**src/design/qmf_pkg.sv**
```systemverilog
// ----------------------------------------------------------------------------
// qmf_pkg: shared definitions for the shifting queue
// Request and status codes, default sizes and the per-cell control group.
// ----------------------------------------------------------------------------
package qmf_pkg;

  localparam int DEPTH_DEF      = 128;
  localparam int DATA_WIDTH_DEF = 32;
  localparam int SLOT_W         = 7;

  typedef enum logic [1:0] {
    OP_PUSH = 2'd0,
    OP_POP  = 2'd1,
    OP_MOVE = 2'd2,
    OP_SWAP = 2'd3
  } op_t;

  typedef enum logic [1:0] {
    ST_OK       = 2'd0,
    ST_FULL     = 2'd1,
    ST_EMPTY    = 2'd2,
    ST_BAD_SLOT = 2'd3
  } status_t;

  // update commands broadcast to every cell; at most one is set
  typedef struct packed {
    logic push_en;
    logic pop_en;
    logic move_en;
    logic swap_en;
  } cell_ctrl_t;

endpackage

```
**src/design/qmf_cell.sv**
```systemverilog
// ----------------------------------------------------------------------------
// qmf_cell: one queue slot
// Holds one word and picks its next value from its neighbors or the
// broadcast data, deciding locally from its own index.
// ----------------------------------------------------------------------------
module qmf_cell import qmf_pkg::*; #(
  parameter int DATA_WIDTH = DATA_WIDTH_DEF,
  parameter int CNT_W      = 8,
  parameter int INDEX      = 0
) (
  input  logic                  clk,
  input  cell_ctrl_t            ctrl,
  input  logic [SLOT_W-1:0]     src_slot,
  input  logic [SLOT_W-1:0]     dst_slot,
  input  logic [CNT_W-1:0]      wr_slot,
  input  logic [DATA_WIDTH-1:0] push_value,
  input  logic [DATA_WIDTH-1:0] held_value,
  input  logic [DATA_WIDTH-1:0] head_value,
  input  logic [DATA_WIDTH-1:0] left_value,
  input  logic [DATA_WIDTH-1:0] right_value,
  output logic [DATA_WIDTH-1:0] slot_q
);

  localparam int CW = (CNT_W > SLOT_W) ? CNT_W : SLOT_W;

  logic [CW-1:0]         idx;
  logic [CW-1:0]         src;
  logic [CW-1:0]         dst;
  logic [CW-1:0]         wr;
  logic [DATA_WIDTH-1:0] slot_r;
  logic [DATA_WIDTH-1:0] slot_nxt;

  assign idx = CW'(INDEX);
  assign src = CW'(src_slot);
  assign dst = CW'(dst_slot);
  assign wr  = CW'(wr_slot);

  always_comb begin
    slot_nxt = slot_r;
    priority if (ctrl.push_en && idx == wr) begin
      slot_nxt = push_value;
    end else if (ctrl.pop_en) begin
      // slots past the tail shift too; they are never read before a push
      slot_nxt = right_value;
    end else if (ctrl.move_en && idx == dst) begin
      slot_nxt = held_value;
    end else if (ctrl.move_en && idx > dst && idx <= src) begin
      slot_nxt = left_value;
    end else if (ctrl.swap_en && idx == '0) begin
      slot_nxt = held_value;
    end else if (ctrl.swap_en && idx == src) begin
      slot_nxt = head_value;
    end else begin
      slot_nxt = slot_r;
    end
  end

  always_ff @(posedge clk) begin
    slot_r <= slot_nxt;
  end

  assign slot_q = slot_r;

endmodule
```
**config.mk**
```make
export PLATFORM = sky130hd
export DESIGN_NAME = qmf_cell
export DESIGN_NICKNAME = d
export VERILOG_FILES = /design/src/design/qmf_pkg.sv /design/src/design/qmf_cell.sv
export SDC_FILE = /design/constraint.sdc
export NUM_CORES = 1
export LEC_CHECK = 0
export ABC_CLOCK_PERIOD_IN_PS = 2800
export BUFFER_PORTS_ARGS = -buffer_cell sky130_fd_sc_hd__buf_2
export CORE_AREA = 2 2 84 86
export DETAILED_ROUTE_END_ITERATION = 10
export DIE_AREA = 0 0 86 88
export PLACE_DENSITY = 0.81
export SYNTH_ARGS = -nofsm -noshare
export SYNTH_HDL_FRONTEND = slang
export SYNTH_SLANG_ARGS = --single-unit
```
**constraint.sdc**
```tcl
create_clock -name clk -period 2.8 [get_ports clk]
set_input_delay 0.56 -clock clk [delete_from_list [all_inputs] [get_ports clk]]
set_output_delay 0.56 -clock clk [all_outputs]
set_load 0.005 [all_outputs]
```
==> results <==
- Derived from the worst setup path, the maximum achievable clock frequency is 0.5112 GHz.
- After detailed placement, the total cell area comes to 3282 µm².
- The routing usage on met1 is 23.09%.
- The number of H-tree branching levels is 2.
- The global router's overall resource usage is 18.70%.
- The cell chosen for the clock root is sky130_fd_sc_hd__clkbuf_8.
- The clock-pin slew of the registers on the worst-case setup and hold paths is 0.06 ns.
- The delay of the slowest cell on the worst path is 0.55 ns.
- The number of optimization iterations in the first detailed-route pass is 4.
- The number of antenna violations at the first check in global routing was 0.
- The register with the most flip-flops in the layout has 32 of them.
- In the routed design, unresolved DRC markers number 0.
- The core region area is 6644 µm².
- The arrival time at the worst endpoint is 1.95 ns.
- The final antenna-violating net count is 0.
- Setup repair after global routing left no endpoint under its margin.
- In the final design database the tool counted 610 nets.
- The class of the most critical hold timing path is in2reg.
- The die width is 86 µm.
- The quantity of gates resized following cts is 0.
- Yosys printed 0 warnings.
- The count of antenna diodes in the layout is 0.
- Along the worst path, the maximum fanout reaches 33.
- For this design the ratio of total power to cell area is 381.2 nW/µm².
- The detailed router finished its first iteration with 114 violations.
- The worst setup path is launched from a primary input.
- Clock tree synthesis inserted a total of 5 buffers.
- The sort of element at the end of the critical path is a flip-flop.
- The per-instance average area after synthesis is 9.709 µm².
- The worst path uses 69.87% of the clock period.
- The die covers 7568 µm².
- The hold buffer count at CTS is 0.
- The number of failing hold endpoints at the final stage is 0.
- Setup violations remaining at the end of the flow were counted as 0.
- The congestion estimate from routability-driven global placement came to 0.8179.
- met2 is the most crowded layer.
- Counting flops and latches in the post-synthesis netlist gives 32.
- For this configuration, the core starts out at a cell density of 38.29%.
- The routed layout has 2698 vias.
- For this design, the sink count on the clock tree is 32.
- In the final layout, the share of cells above drive strength 1 is 46.57%.
- The signal on the critical path passes through buf_2, a21o_1, buf_4, a221o_1, a21oi_1.
- TritonCTS built the clock tree.
- The max-slew violation count is 0.
- The global routing usage on met3 is 3.205%.
- The first global-routing pass estimated 11120 µm of wire.
- The maximum vdd drop is 0.0001546 V.
- The flow ran to the end, and the final reports show no timing, DRC or antenna violations.
- For the pin with the worst max-slew slack, the measured transition is 0.7118 ns.
- The wire length after detailed routing is 7508 µm.
- The tool flagged a number of max-cap violations equal to 0.
- In the synthesized netlist, the number of instances is 262.
- The share of the Yosys chip area taken by registers is 37.78%.
- The I/O pin count is 219.
- The leakage power total is 1.597 nW.
- The worst max-slew margin expressed relative to the limit is 52.55%.
- Counting every net in the synthesized netlist gives 449.
- The floorplan row count is 30.
- The type of the setup path with the least slack is in2reg.
- The met2 capacity usage during global routing is 34.25%.
- The total grt overflow is 0.
- The count of buffers added on input and output ports is 179.
- The via count of the first global-routing pass is 2365.
- The time the final worst path needs with I/O delays and setup is 1.956 ns.
- After synthesis the cells add up to 2544 µm².
- Dividing the detail-routed wire length by the instance count gives 14.93 µm.
- The final design area excluding fillers is 3359 µm².
- The count of buffers added by post-CTS timing repair for setup is 0.
- The number of vias per cell after detailed routing is 5.364.
- The worst endpoint required time is 2.79 ns.
- The largest net degree at the start of global routing is 69.
- The area growth from synthesis to layout is 32.07%.
- The die is 88 µm tall.
- Adding up every negative setup slack in the final design gives 0 ns.
- After legalization and detailed placement, the total HPWL measured 5315 µm.
- The largest buffer count on any clock path is 2.
- In this run, distinct cell masters in the synthesized netlist total 26.
- The standard cell with the maximum stage delay on the critical path is sky130_fd_sc_hd__buf_2.
placed cells by master, fill, tap and decap left out, drive strengths merged:
cell,instances
clkbuf,6
nor4b,1
a41oi,1
nor2,64
clkinv,1
a21o,1
edfxtp,32
nand4b,1
nor3,1
a21oi,31
a2111oi,31
a221o,31
nor4,2
inv,31
nand3b,1
or3b,1
buf,185
nand2,2
per-layer routing:
layer / part of all wire [%] / up-vias
met1: 40 / 1233
met3: 7.9 / 4
li1: - / 1319
met4: 0.59 / 0
met2: 51 / 142
met5: 0 / -
area by class of cell:
cell class / count / area, µm²
timing repair buffer: 185 / 965.9
sequential: 32 / 960.9
inverter: 31 / 116.4
fill: 639 / 3284
clock inverter: 1 / 5.005
tap: 80 / 100.1
clock buffer: 6 / 72.57
multi-input combinational: 168 / 1139
stage by stage:
| stage | worst slack (ns) | utilization (%) | cells | power [W] | hold slack (ns) |
|---|---|---|---|---|---|
| final | 0.8438 | 50.57 | 503 | 0.001281 | 0.6085 |
| after global routing | 0.7520 | 50.57 | 503 | 0.001347 | 0.6175 |
| after CTS | 0.8717 | 50.57 | 503 | 0.001296 | 0.5983 |
| after detailed placement | 0.5701 | 49.40 | 496 | 0.0009655 | 0.8892 |
| after global placement | 0.6151 | 49.40 | 496 | 0.0009559 | 0.8836 |
| after floorplan | 0.2982 | - | 262 | 0.0007937 | 0.7899 |
power breakdown:
group          total (W)  switching, W  internal [W]
Clock           0.000324      0.000156      0.000169
Combinational   0.000346      0.000162      0.000184
Sequential      0.000610     0.0000141      0.000596
Yosys cell counts:
master                           instances  share of area [%]
sky130_fd_sc_hd__or3b_1                  1               0.34
sky130_fd_sc_hd__a2111oi_1              29                 11
sky130_fd_sc_hd__a21o_1                  1               0.30
sky130_fd_sc_hd__a2111oi_0               1               0.34
sky130_fd_sc_hd__bufbuf_16               1                1.3
sky130_fd_sc_hd__clkbuf_8               10                5.4
sky130_fd_sc_hd__a221o_1                31                 12
sky130_fd_sc_hd__nand3b_2                1               0.44
sky130_fd_sc_hd__nor4_1                  1               0.25
sky130_fd_sc_hd__clkbuf_2                3               0.59
sky130_fd_sc_hd__nand2_1                 2               0.30
sky130_fd_sc_hd__nand4b_1                1               0.34
sky130_fd_sc_hd__dlymetal6s2s_1          1               0.49
sky130_fd_sc_hd__inv_1                  31                4.6
sky130_fd_sc_hd__dlygate4sd1_1           2               0.69
sky130_fd_sc_hd__buf_6                   8                3.5
sky130_fd_sc_hd__nor2_1                 64                9.4
sky130_fd_sc_hd__nor4b_4                 1               0.93
sky130_fd_sc_hd__clkbuf_1                4               0.59
sky130_fd_sc_hd__a41oi_2                 1               0.64
sky130_fd_sc_hd__edfxtp_1               32                 38
sky130_fd_sc_hd__a21oi_1                31                6.1
sky130_fd_sc_hd__nor3_1                  1               0.20
sky130_fd_sc_hd__buf_2                   2               0.39
sky130_fd_sc_hd__a2111oi_2               1               0.59
sky130_fd_sc_hd__nor4_4                  1               0.84
final timing paths:
check / to / depth (start not counted) / startpoint / slack, ns
setup / recovery: slot_q[27]$_DFFE_PP_ / 5 / ctrl[0] / 0.84
hold / removal: slot_q[17]$_DFFE_PP_ / 3 / push_value[17] / 0.61
critical path, delay by kind of cell:
kind | cells | cell delay [ns]
AOI/OAI and AO/OA | 3 | 0.46
buffers and inverters | 2 | 0.91
logic make-up (layout without fill, tap and decap cells):
logic type	count (synthesis)	in the layout	share of synthesized area, %
AOI/OAI and AO/OA	95	95	31.58
buffers and inverters	62	223	17.56
DFF	32	32	37.78
and+or+nand+nor	73	73	13.08
Power figures use the tool's default switching activity.
